$ cat src/rtl/swr_pkg.sv
// ----------------------------------------------------------------------------
// swr_pkg
// Types and constants shared by the find-and-replace front end, queue and
// output sequencer.
// ----------------------------------------------------------------------------
package swr_pkg;

  localparam int BYTE_W     = 8;
  localparam int JOB_BYTES  = 8;
  localparam int JOB_W      = JOB_BYTES * BYTE_W;
  localparam int JCNT_W     = 4;
  localparam int CFG_IDX_W  = 2;
  localparam int CFG_DATA_W = 64;
  localparam int QDEPTH     = 2;
  localparam int QPTR_W     = $clog2(QDEPTH);

  // Configuration register indexes.
  typedef enum logic [CFG_IDX_W-1:0] {
    CFG_PAT_LEN  = 2'd0,
    CFG_PAT_DATA = 2'd1,
    CFG_REP_LEN  = 2'd2,
    CFG_REP_DATA = 2'd3
  } cfg_idx_t;

  // One unit of output work: cnt bytes taken from data, lowest byte first.
  // A job with cnt zero is a bare end-of-stream marker.
  typedef struct packed {
    logic [JOB_W-1:0]  data;
    logic [JCNT_W-1:0] cnt;
    logic              eos;
  } job_t;

  // Queue status seen by the front end and the sequencer.
  typedef struct packed {
    logic valid;
    logic full;
  } q_stat_t;

endpackage

$ cat src/rtl/stream_word_replace.sv
// ----------------------------------------------------------------------------
// stream_word_replace
// Streaming find-and-replace on a byte stream: every leftmost, non-overlapping
// occurrence of a configured pattern is replaced by a configured replacement.
//
//   Channel  Direction  Payload
//   in_      sink       tdata = byte; tlast = last byte of the stream
//   out_     source     tdata = byte; tlast = last result of its input;
//                       tuser = {stream end, byte valid}
//   cfg_     sink       write enable, register index, 64-bit write data
//
// One input byte is accepted per cycle while the two-entry job queue has room.
// The sequencer emits one result per cycle unless the output stalls; results
// pass the job queue, the job register and the registered output stage.
// Reset is synchronous and leaves the window empty.
// Either side may stall without losing or repeating a transaction.
// ----------------------------------------------------------------------------
module stream_word_replace
  import swr_pkg::*;
#(
  parameter int MAX_WORD = 8
) (
  input  logic                  clk,
  input  logic                  rst_n,
  input  logic                  cfg_we,
  input  logic [CFG_IDX_W-1:0]  cfg_index,
  input  logic [CFG_DATA_W-1:0] cfg_data,
  input  logic                  in_tvalid,
  output logic                  in_tready,
  input  logic [BYTE_W-1:0]     in_tdata,   // [7:0] in_byte
  input  logic                  in_tlast,
  output logic                  out_tvalid,
  input  logic                  out_tready,
  output logic [BYTE_W-1:0]     out_tdata,  // [7:0] out_byte
  output logic                  out_tlast,
  output logic [1:0]            out_tuser   // [0] byte_valid, [1] stream_end
);

  q_stat_t q_stat;
  logic    push, pop;
  job_t    push_job, head_job;

  // Front end: configuration, window and match decision.
  swr_front #(
    .MAX_WORD (MAX_WORD)
  ) u_front (
    .clk       (clk),
    .rst_n     (rst_n),
    .cfg_we    (cfg_we),
    .cfg_index (cfg_index),
    .cfg_data  (cfg_data),
    .in_tvalid (in_tvalid),
    .in_tready (in_tready),
    .in_tdata  (in_tdata),
    .in_tlast  (in_tlast),
    .q_stat    (q_stat),
    .push      (push),
    .push_job  (push_job)
  );

  // Job queue.
  swr_queue u_queue (
    .clk      (clk),
    .rst_n    (rst_n),
    .push     (push),
    .push_job (push_job),
    .pop      (pop),
    .q_stat   (q_stat),
    .head_job (head_job)
  );

  // Output sequencer.
  swr_back u_back (
    .clk        (clk),
    .rst_n      (rst_n),
    .q_stat     (q_stat),
    .head_job   (head_job),
    .pop        (pop),
    .out_tvalid (out_tvalid),
    .out_tready (out_tready),
    .out_tdata  (out_tdata),
    .out_tlast  (out_tlast),
    .out_tuser  (out_tuser)
  );

endmodule

$ cat src/rtl/swr_front.sv
// ----------------------------------------------------------------------------
// swr_front
// Holds the configuration and the match window, accepts input bytes and turns
// each transaction into at most one output job for the queue.
// ----------------------------------------------------------------------------
module swr_front
  import swr_pkg::*;
#(
  parameter int MAX_WORD = 8
) (
  input  logic                  clk,
  input  logic                  rst_n,
  input  logic                  cfg_we,
  input  logic [CFG_IDX_W-1:0]  cfg_index,
  input  logic [CFG_DATA_W-1:0] cfg_data,
  input  logic                  in_tvalid,
  output logic                  in_tready,
  input  logic [BYTE_W-1:0]     in_tdata,
  input  logic                  in_tlast,
  input  q_stat_t               q_stat,
  output logic                  push,
  output job_t                  push_job
);

  localparam int CW = $clog2(MAX_WORD + 1);

  logic [JCNT_W-1:0]                 plen_r, plen_nxt;
  logic [CFG_DATA_W-1:0]             pat_r, pat_nxt;
  logic [JCNT_W-1:0]                 rlen_r, rlen_nxt;
  logic [CFG_DATA_W-1:0]             rep_r, rep_nxt;
  logic [MAX_WORD-1:0][BYTE_W-1:0]   win_r, win_nxt;
  logic [CW-1:0]                     cnt_r, cnt_nxt;

  logic                              accept;
  logic [CW-1:0]                     plen_eff;
  logic [JCNT_W-1:0]                 rlen_eff;
  logic [CW-1:0]                     c0, c1, k;
  logic [MAX_WORD-1:0][BYTE_W-1:0]   w, w_sh;
  logic                              mismatch, match;

  assign in_tready = !q_stat.full;
  assign accept    = in_tvalid && in_tready;

  // Configuration writes.
  always_comb begin
    plen_nxt = plen_r;
    pat_nxt  = pat_r;
    rlen_nxt = rlen_r;
    rep_nxt  = rep_r;
    if (cfg_we) begin
      case (cfg_idx_t'(cfg_index))
        CFG_PAT_LEN:  plen_nxt = cfg_data[JCNT_W-1:0];
        CFG_PAT_DATA: pat_nxt  = cfg_data;
        CFG_REP_LEN:  rlen_nxt = cfg_data[JCNT_W-1:0];
        CFG_REP_DATA: rep_nxt  = cfg_data;
        default: begin
        end
      endcase
    end
  end

  // Effective lengths: pattern clamped to one up to the window depth,
  // replacement clamped to eight bytes.
  always_comb begin
    if (plen_r == '0) begin
      plen_eff = CW'(1);
    end else if (32'(plen_r) > MAX_WORD) begin
      plen_eff = CW'(MAX_WORD);
    end else begin
      plen_eff = plen_r[CW-1:0];
    end
    if (32'(rlen_r) > JOB_BYTES) begin
      rlen_eff = JCNT_W'(JOB_BYTES);
    end else begin
      rlen_eff = rlen_r;
    end
  end

  // Window with the new byte appended, and the pattern compare.
  always_comb begin
    c0 = (cnt_r >= CW'(MAX_WORD)) ? CW'(MAX_WORD - 1) : cnt_r;
    c1 = c0 + CW'(1);
    mismatch = 1'b0;
    for (int i = 0; i < MAX_WORD; i++) begin
      if (CW'(i) < c0) begin
        w[i] = win_r[i];
      end else if (CW'(i) == c0) begin
        w[i] = in_tdata;
      end else begin
        w[i] = '0;
      end
      if (CW'(i) < plen_eff && w[i] != pat_r[BYTE_W*i +: BYTE_W]) begin
        mismatch = 1'b1;
      end
    end
    match = (c1 == plen_eff) && !mismatch;
    // Bytes pushed out at the front when the window overflows or misses.
    k     = (c1 >= plen_eff) ? (c1 - plen_eff + CW'(1)) : '0;
    w_sh  = w >> {k, 3'b000};
  end

  // Job building and window update.
  always_comb begin
    win_nxt = win_r;
    cnt_nxt = cnt_r;
    if (match) begin
      push_job.data = rep_r;
      push_job.cnt  = rlen_eff;
    end else begin
      push_job.data = JOB_W'(w);
      push_job.cnt  = in_tlast ? JCNT_W'(c1) : JCNT_W'(k);
    end
    push_job.eos = in_tlast;
    push = accept && ((push_job.cnt != '0) || in_tlast);
    if (accept) begin
      if (match || in_tlast) begin
        cnt_nxt = '0;
      end else begin
        cnt_nxt = c1 - k;
        win_nxt = w_sh;
      end
    end
  end

  always_ff @(posedge clk) begin
    if (!rst_n) begin
      plen_r <= JCNT_W'(1);
      pat_r  <= '0;
      rlen_r <= '0;
      rep_r  <= '0;
      cnt_r  <= '0;
    end else begin
      plen_r <= plen_nxt;
      pat_r  <= pat_nxt;
      rlen_r <= rlen_nxt;
      rep_r  <= rep_nxt;
      cnt_r  <= cnt_nxt;
    end
  end

  // Window bytes are only read below the fill count.
  always_ff @(posedge clk) begin
    win_r <= win_nxt;
  end

endmodule

$ cat src/rtl/swr_queue.sv
// ----------------------------------------------------------------------------
// swr_queue
// Short job queue between the front end and the output sequencer.
// ----------------------------------------------------------------------------
module swr_queue
  import swr_pkg::*;
(
  input  logic    clk,
  input  logic    rst_n,
  input  logic    push,
  input  job_t    push_job,
  input  logic    pop,
  output q_stat_t q_stat,
  output job_t    head_job
);

  job_t              mem [QDEPTH];
  logic [QPTR_W-1:0] wr_ptr_r, wr_ptr_nxt;
  logic [QPTR_W-1:0] rd_ptr_r, rd_ptr_nxt;
  logic [QPTR_W:0]   fill_r, fill_nxt;

  assign q_stat.valid = (fill_r != '0);
  assign q_stat.full  = (fill_r == (QPTR_W+1)'(QDEPTH));
  assign head_job     = mem[rd_ptr_r];

  // Pointer and fill bookkeeping; both ends wrap at the queue depth.
  always_comb begin
    wr_ptr_nxt = wr_ptr_r;
    rd_ptr_nxt = rd_ptr_r;
    fill_nxt   = fill_r;
    if (push) begin
      wr_ptr_nxt = (32'(wr_ptr_r) == QDEPTH - 1) ? '0 : wr_ptr_r + QPTR_W'(1);
    end
    if (pop) begin
      rd_ptr_nxt = (32'(rd_ptr_r) == QDEPTH - 1) ? '0 : rd_ptr_r + QPTR_W'(1);
    end
    if (push && !pop) begin
      fill_nxt = fill_r + (QPTR_W+1)'(1);
    end else if (pop && !push) begin
      fill_nxt = fill_r - (QPTR_W+1)'(1);
    end
  end

  always_ff @(posedge clk) begin
    if (!rst_n) begin
      wr_ptr_r <= '0;
      rd_ptr_r <= '0;
      fill_r   <= '0;
    end else begin
      wr_ptr_r <= wr_ptr_nxt;
      rd_ptr_r <= rd_ptr_nxt;
      fill_r   <= fill_nxt;
    end
  end

  // Storage write.
  always_ff @(posedge clk) begin
    if (push) begin
      mem[wr_ptr_r] <= push_job;
    end
  end

endmodule

$ cat src/rtl/swr_back.sv
// ----------------------------------------------------------------------------
// swr_back
// Output sequencer: takes jobs from the queue and plays them out one byte a
// cycle, unless the output stalls, through a registered output stage.
// ----------------------------------------------------------------------------
module swr_back
  import swr_pkg::*;
(
  input  logic              clk,
  input  logic              rst_n,
  input  q_stat_t           q_stat,
  input  job_t              head_job,
  output logic              pop,
  output logic              out_tvalid,
  input  logic              out_tready,
  output logic [BYTE_W-1:0] out_tdata,
  output logic              out_tlast,
  output logic [1:0]        out_tuser
);

  logic              busy_r, busy_nxt;
  logic [JOB_W-1:0]  sh_r, sh_nxt;
  logic [JCNT_W-1:0] rem_r, rem_nxt;
  logic              eos_r, eos_nxt;

  logic              ov_r, ov_nxt;
  logic [BYTE_W-1:0] ob_r, ob_nxt;
  logic              olast_r, olast_nxt;
  logic [1:0]        ouser_r, ouser_nxt;

  logic              load_out, cur_last, step, done;

  assign load_out = !ov_r || out_tready;
  assign cur_last = (rem_r <= JCNT_W'(1));
  assign step     = busy_r && load_out;
  assign done     = step && cur_last;
  assign pop      = q_stat.valid && (!busy_r || done);

  // Job register: load from the queue, then shift one byte out per step.
  always_comb begin
    busy_nxt = busy_r;
    sh_nxt   = sh_r;
    rem_nxt  = rem_r;
    eos_nxt  = eos_r;
    if (pop) begin
      busy_nxt = 1'b1;
      sh_nxt   = head_job.data;
      rem_nxt  = head_job.cnt;
      eos_nxt  = head_job.eos;
    end else if (done) begin
      busy_nxt = 1'b0;
    end else if (step) begin
      sh_nxt  = sh_r >> BYTE_W;
      rem_nxt = rem_r - JCNT_W'(1);
    end
  end

  // Output stage. A job with no bytes left gives the bare end marker.
  always_comb begin
    ov_nxt    = ov_r;
    ob_nxt    = ob_r;
    olast_nxt = olast_r;
    ouser_nxt = ouser_r;
    if (load_out) begin
      ov_nxt       = busy_r;
      ob_nxt       = (rem_r == '0) ? '0 : sh_r[BYTE_W-1:0];
      olast_nxt    = cur_last;
      ouser_nxt[0] = (rem_r != '0);
      ouser_nxt[1] = cur_last && eos_r;
    end
  end

  always_ff @(posedge clk) begin
    if (!rst_n) begin
      busy_r <= 1'b0;
      ov_r   <= 1'b0;
    end else begin
      busy_r <= busy_nxt;
      ov_r   <= ov_nxt;
    end
  end

  always_ff @(posedge clk) begin
    sh_r    <= sh_nxt;
    rem_r   <= rem_nxt;
    eos_r   <= eos_nxt;
    ob_r    <= ob_nxt;
    olast_r <= olast_nxt;
    ouser_r <= ouser_nxt;
  end

  assign out_tvalid = ov_r;
  assign out_tdata  = ob_r;
  assign out_tlast  = olast_r;
  assign out_tuser  = ouser_r;

endmodule

$ cat config.mk
export PLATFORM = sky130hd
export DESIGN_NAME = stream_word_replace
export DESIGN_NICKNAME = d
export VERILOG_FILES = /design/src/rtl/swr_pkg.sv /design/src/rtl/stream_word_replace.sv /design/src/rtl/swr_front.sv /design/src/rtl/swr_queue.sv /design/src/rtl/swr_back.sv
export SDC_FILE = /design/constraint.sdc
export NUM_CORES = 1
export LEC_CHECK = 0
export ABC_AREA = 1
export BUFFER_PORTS_ARGS = -buffer_cell sky130_fd_sc_hd__buf_2
export CAP_MARGIN = 20
export CORE_ASPECT_RATIO = 1.5
export CORE_MARGIN = 1.5
export CORE_UTILIZATION = 35
export DETAILED_ROUTE_END_ITERATION = 10
export SYNTH_ARGS = -nofsm -noshare
export SYNTH_HDL_FRONTEND = slang
export SYNTH_SLANG_ARGS = --single-unit
$ cat constraint.sdc
create_clock -name clk -period 5.8 [get_ports clk]
set_input_delay 1.16 -clock clk [delete_from_list [all_inputs] [get_ports clk]]
set_output_delay 1.16 -clock clk [all_outputs]
set_load 0.02 [all_outputs]
Word-level counts from Yosys, hierarchy flattened
Memories as Yosys holds them, arrays and structs flattened. A register that Yosys moved wholly into a read port is not among the register bits.
Cells that the tools add are included.
{ "totals": {"regBits": 290, "ram_bits": 138, "in_bits": 80, "output_inout_bits": 13, "mem_count": 1} }
{ "op_classes": {"addsub": 9, "n_lt_le_gt_ge": 21, "n_eq_ne": 21, "shift": 1, "n_mux": 48, "bitwise_logic": 1, "reduce_logical": 43} }
{ "memory_table": {"columns": ["name", "words", "width", "rd", "rd_clocked_by_memory_dff", "wr", "line", "text"], "rows": [
  ["u_queue.mem", 2, 69, 1, 1, 1, "swr_queue.sv:17", "job_t mem [QDEPTH];"]
]} }
{ "op_table": {"columns": ["op", "count"], "rows": [
  ["64-bit two-way mux", 3],
  ["8-bit two-way mux", 16],
  ["68-bit two-way mux", 1],
  ["8-bit != test", 8],
  ["64-bit by 7-bit right shift with 64-bit output", 1],
  ["4-bit two-way mux", 10],
  ["3-bit by 4-bit < comparator with 1-bit output, first input constant", 8],
  ["1-bit logical AND", 17],
  ["3-bit by 4-bit equality test with 1-bit output, first input constant", 4],
  ["1-bit by 4-bit < comparator with 1-bit output, first input constant", 4],
  ["2-bit by 4-bit < comparator with 1-bit output, first input constant", 4],
  ["1-bit two-way mux", 16],
  ["4-bit zero test", 3],
  ["2-bit AND reduction", 6],
  ["4-bit by 1-bit adder with 4-bit output, second input constant", 2],
  ["2-bit by 4-bit equality test with 1-bit output, first input constant", 2],
  ["4-bit > comparator, second input constant", 2],
  ["2-bit nonzero test", 4],
  ["4-bit nonzero test", 2],
  ["4-bit subtractor", 2],
  ["2-bit equality test, second input constant", 3],
  ["1-bit zero test", 6],
  ["1-bit by 4-bit equality test with 1-bit output, first input constant", 1],
  ["4-bit equality test", 1],
  ["13 further kinds", 18]
]} }

Depth between registers and ports, before layout
{ "depth": {"ltp_word": 25, "ltp_mapped": 33, "depth_no_buf": 30} }

By module
A second synthesis with hierarchy kept.
{ "unflattened": {"cells_unflattened": 2358, "hier_area_um2": 20520.9} }
{ "by_module_without_submodules": {"columns": ["module", "instances", "cells_per_inst", "area_per_inst_um2", "seq_area_each_um2"], "rows": [
  ["swr_front", 1, 1758, 11666.2, 4484.3],
  ["swr_queue", 1, 250, 5248.8, 4244.1],
  ["swr_back", 1, 350, 3606.0, 2442.3]
]} }

Worst setup path before layout
OpenSTA, ideal clock, no wires.
{ "synth_timing": {"kind": "flip-flop to flip-flop", "from": "register u_front.cnt_r[0]", "to": "memory u_queue.mem[0][0] (netlist name), enable pin", "setup_ns": 0.497, "t_arrival_ns": 5.792, "t_required_ns": 5.303, "slack_ns": -0.489, "path_stages_with_launch": 22, "path_buffers": 2, "period_less_slack_ns": 6.289, "path_cell_list": "dfxtp_1 buf_2 nor2_8 buf_4 ha_1 inv_1 ha_1 inv_1 ha_1 fa_1 xnor2_1 nor2_1 inv_1 nand2_1 o21ai_0 nand2_1 nand2_1 nand2_1 nor2_1 nand2_2 nand2_1 nor2_1"} }
{ "synth_between": {"elab_chain_cells": 23, "word_cells_on_any_way": 73} }
{ "synth_lines": {"columns": ["element", "line", "text"], "rows": [
  ["from (decl)", "swr_front.sv:32", "logic [CW-1:0] cnt_r, cnt_nxt;"],
  ["from (signal assigned)", "swr_front.sv:137", "cnt_r <= cnt_nxt;"],
  ["4-bit >= comparator", "swr_front.sv:81", "c0 = (cnt_r >= CW'(MAX_WORD)) ? CW'(MAX_WORD - 1) : cnt_r;"],
  ["4-bit two-way mux (*)", "swr_front.sv:81", null],
  ["parallel branches: the longest is 15 deep, another holds 1-bit by 4-bit < comparator with 1-bit output", null, null],
  ["68-bit two-way mux (*)", "swr_front.sv:106", "if (match) begin"],
  ["4-bit nonzero test (*)", "swr_front.sv:114", "push = accept && ((push_job.cnt != '0) || in_tlast);"],
  ["1-bit logical OR (*)", "swr_front.sv:114", null],
  ["1-bit logical AND (*)", "swr_front.sv:114", null],
  ["1-bit two-way mux (*)", "swr_queue.sv:58", "if (push) begin"],
  ["1-bit two-way mux (not written as such) (*)", "swr_queue.sv:59", "mem[wr_ptr_r] <= push_job;"],
  ["to (decl)", "swr_queue.sv:17", null]
]} }
Mark *: on every way between the ends.

==> summary.txt <==
Run status
  – Result of the run: finished, final reports clean

Critical path
  – Critical path start-end classification: flop to flop
  – Launching element type of the critical path: flop
  – Critical Path AT: 5.59 ns
  – Critical path data required time: 6.08 ns
  – Category of the worst setup path capture point: flop
  – Largest fanout on the critical path: between 80 and 90

STA
  – Unrepaired setup endpoints after global routing: false
  – Final WS setup: between 0.4 and 0.5 ns
  – Aggregate negative setup slack: 0 ns
  – Setup skew after layout: 0.0153 ns
  – Slew Limit Headroom: between 20 and 30%
  – Min cycle time layout: about 5.3 ns
  – Post-route clock period utilization: 91.5%
  – Final setup violation count: 0
  – Final hold violation count: 0
  – Slew of the pin with the lowest slew margin: 1.11 ns
  – Worst slack on hold paths: ~0.45 ns
  – F_max: around 190 MHz
  – Final number of max-transition violations: 0

Placement
  – Worst Setup Slack post-DPL: 0.676 ns
  – Gpl congestion: 0.990
  – Post-place instance area: 0.0213 mm2
  – HPWL reported at the end of detailed placement: 52600 um
  – IO Port Bufs: between 90 and 100

Logic synthesis
  – Count of cell types in the netlist: 44
  – Synth area leaders: edfxtp_1, dfxtp_1, nand2_1, o21ai_0, nor2_1
  – Register area share after synthesis: 55.6%
  – Share of Yosys cell area claimed by the top area cell type: 41.0%
  – Most numerous cell types in the synthesized netlist: nand2_1, o21ai_0, edfxtp_1
  – FFs w/ async S/R, synth: 0%
  – Synthesized area per cell: 8.57 um2
  – Most used standard cell by instance count after synthesis: nand2_1
  – Post-Syn Instances: 2345
  – Post-synth EDFFs: 274
  – Post-synthesis cell type with the largest combined area: edfxtp_1
  – Synth warnings: 0
  – Seq cells post-synth: 421
  – Commonest register cell after synthesis: edfxtp_1
  – Number of nets produced by synthesis: between 2000 and 2500
  – Synthesized area: 0.0201 mm2

Clock network
  – Clk_lat worst skew: around 0.56 ns
  – Number of buffers between clock root and the deepest sink: 3
  – Count of cells resized by post-cts repair: 0
  – Post CTS Setup Buffer Count: 0
  – Clock transition at the registers of the reported paths: 0.07 ns
  – Num Clock Sinks: around 420
  – Maximum level of the CTS H-tree: 2
  – Post-CTS Hold Buffers: 0
  – Cts bufs inserted: 43
  – CTS tree: done
  – Root cell of the clock tree: clkbuf_16

Pwr
  – Power Dens Cells: 588 mW/mm2
  – Max VDD drop: 0.449 mV
  – Leakage dissipation: 9.07 nW

Route
  – Antenna Nets Post-Route: 0
  – WL/cell: 22.4 um
  – Post-detailed-routing wire length: 71300 um
  – Number of vias per cell: 5.29
  – Total vias in the final route: ~17000
  – DRC errors left: 0
  – First-pass iteration count of the detailed router: 6
  – DR iter-0 viols: 1318

Hold path
  – Type of the most critical hold path: flop to flop

Global route
  – Number of antenna violations at the first check in global routing: 1
  – Largest net degree at the start of global routing: 100
  – Wire length of the first global-routing pass: roughly 100000 um
  – Number of global-route vias before repair: 16300
  – Residual overflow from global routing: 0
  – Total routing usage reported by global routing: 24.2%

Die
  – Overall die area: 0.0589 mm2
  – Initial Util: 35.4%
  – Top Ports: 93
  – Height of the die: 296 um
  – Number of standard-cell rows in the floorplan: 107
  – Width of the die: 199 um
  – Placeable core area: about 0.057 mm2

Cells and area
  – Total of fill cells in the finished design: 5820
  – Ratio of cells with drive above 1 in the final layout: 10.2%
  – Area added between synthesis and finish: 13.2%
  – Total Nets Final: approximately 2500
  – Total non-filler cell area in the finished layout: 0.0227 mm2

Job
  – Maxcap violations: 0
## cell families (layout without fill, tap and decap cells)
logic type               Yosys count  count (layout)  share of synthesized area, %
adder cells (fa/ha/maj)           17              17                          1.17
AO/OA/AOI/OAI                    539             539                          14.1
other                              0               1                             0
buffers and inverters            335             404                          6.78
flip-flops                       421             421                          55.6
XOR/XNOR                           4               4                         0.174
AND/OR/NAND/NOR                 1029            1029                          22.1
## state kept, by name, summed over array words and instances, names as in the netlist, 2 cells and up, named ones only
signal,flops
u_front.rlen_r,4
u_front.cnt_r,4
u_front.rep_r,64
u_back.out_tdata,8
u_front.win_r,56
u_front.plen_r,4
u_back.out_tuser,2
u_back.rem_r,4
u_queue.fill_r,2
u_queue.mem,138
u_back.sh_r,64
u_front.pat_r,64
## critical path, cell delays in order (launching register included)
cell and delay, ns:
dfxtp_1 0.79, inv_1 0.16, nand2_2 0.34, ha_1 0.26
inv_2 0.15, nand2_2 0.25, nand2_1 0.15, nand2_1 0.10
nand2_1 0.05, nand2_1 0.05, inv_1 0.03, nand2_1 0.04
nor2_1 0.07, a21oi_1 0.30, nor2_1 0.10, nand2_1 0.11
nor2_4 0.06, nand2_4 0.13, buf_4 0.27, buf_4 0.71
nand2_1 0.40, o21ai_0 0.35
## per-stage QoR
step / std cells / util, % / total power, mW
5_1_grt: 3177 / 40.0 / 14.1
3_3_place_gp: 3098 / 37.5 / 10.5
2_1_floorplan: 2345 / - / 8.32
3_5_place_dp: 3098 / 37.5 / 10.5
6_report: 3178 / 40.0 / 13.4
4_1_cts: 3177 / 40.0 / 13.4
## final timing paths
kind                      from            endpoint  slack, ns  cells past startpoint
max           u_front.cnt_r[0]  u_queue.mem[1][34]       0.49                     21
max reg2reg   u_front.cnt_r[0]  u_queue.mem[1][34]       0.49                     21
min reg2reg  u_front.rep_r[35]   u_front.rep_r[35]       0.45                      2
min          u_front.rep_r[35]   u_front.rep_r[35]       0.45                      2
## per-layer routing
metal | vias to the layer above | track usage, % | part of all wire (%)
met1 | 8131 | 27.1 | 38
met4 | 0 | 15.8 | 7.0
met3 | 187 | 2.52 | 4.2
met5 | - | 0 | 0
li1 | 7981 | - | -
met2 | 528 | 43.6 | 51
## placed cells by master, fill, tap and decap left out, types with 4 or more instances in the layout
| master | Yosys | routed |
|---|---|---|
| inv_1 | 185 | 184 |
| bufinv_16 | 0 | 4 |
| nand3_2 | 8 | 8 |
| o21ai_1 | 6 | 6 |
| buf_4 | 7 | 36 |
| nand2_2 | 7 | 8 |
| dfxtp_1 | 147 | 146 |
| clkbuf_16 | 0 | 44 |
| clkinv_1 | 4 | 6 |
| clkbuf_8 | 0 | 6 |
| o22ai_1 | 7 | 7 |
| nor2_8 | 5 | 5 |
| clkbuf_1 | 111 | 10 |
| nand3b_1 | 30 | 30 |
| a31oi_1 | 66 | 66 |
| nor2_1 | 215 | 213 |
| edfxtp_1 | 274 | 274 |
| nand2_1 | 610 | 608 |
| a21oi_1 | 136 | 135 |
| buf_2 | 15 | 91 |
| nor2_4 | 3 | 4 |
| nand4_1 | 35 | 35 |
| inv_2 | 4 | 6 |
| ha_1 | 14 | 14 |
| buf_12 | 1 | 4 |
| nand3_1 | 104 | 103 |
| o211ai_1 | 9 | 9 |
| nand2_4 | 4 | 5 |
| o21ai_0 | 310 | 310 |
## cell type report
| cell class | instances | area, um2 | area share (%) |
|---|---|---|---|
| Clock buffer | 60 | 1220 | 5.37 |
| Antenna cell | 1 | 2.50 | 0.0110 |
| Sequential cell | 421 | 11200 | 49.1 |
| Tap cell | 763 | 955 | 4.20 |
| Inverter | 194 | 733 | 3.23 |
| Timing Repair Buffer | 131 | 806 | 3.54 |
| Clock inverter | 19 | 235 | 1.03 |
| Multi-Input combinational cell | 1589 | 7610 | 33.5 |
## power breakdown
part	switching [mW]	internal (mW)
clock	1.22	1.66
combinational	4.17	1.43
sequential	0.306	4.57
No activity file was read; power rests on OpenSTA's default activity.
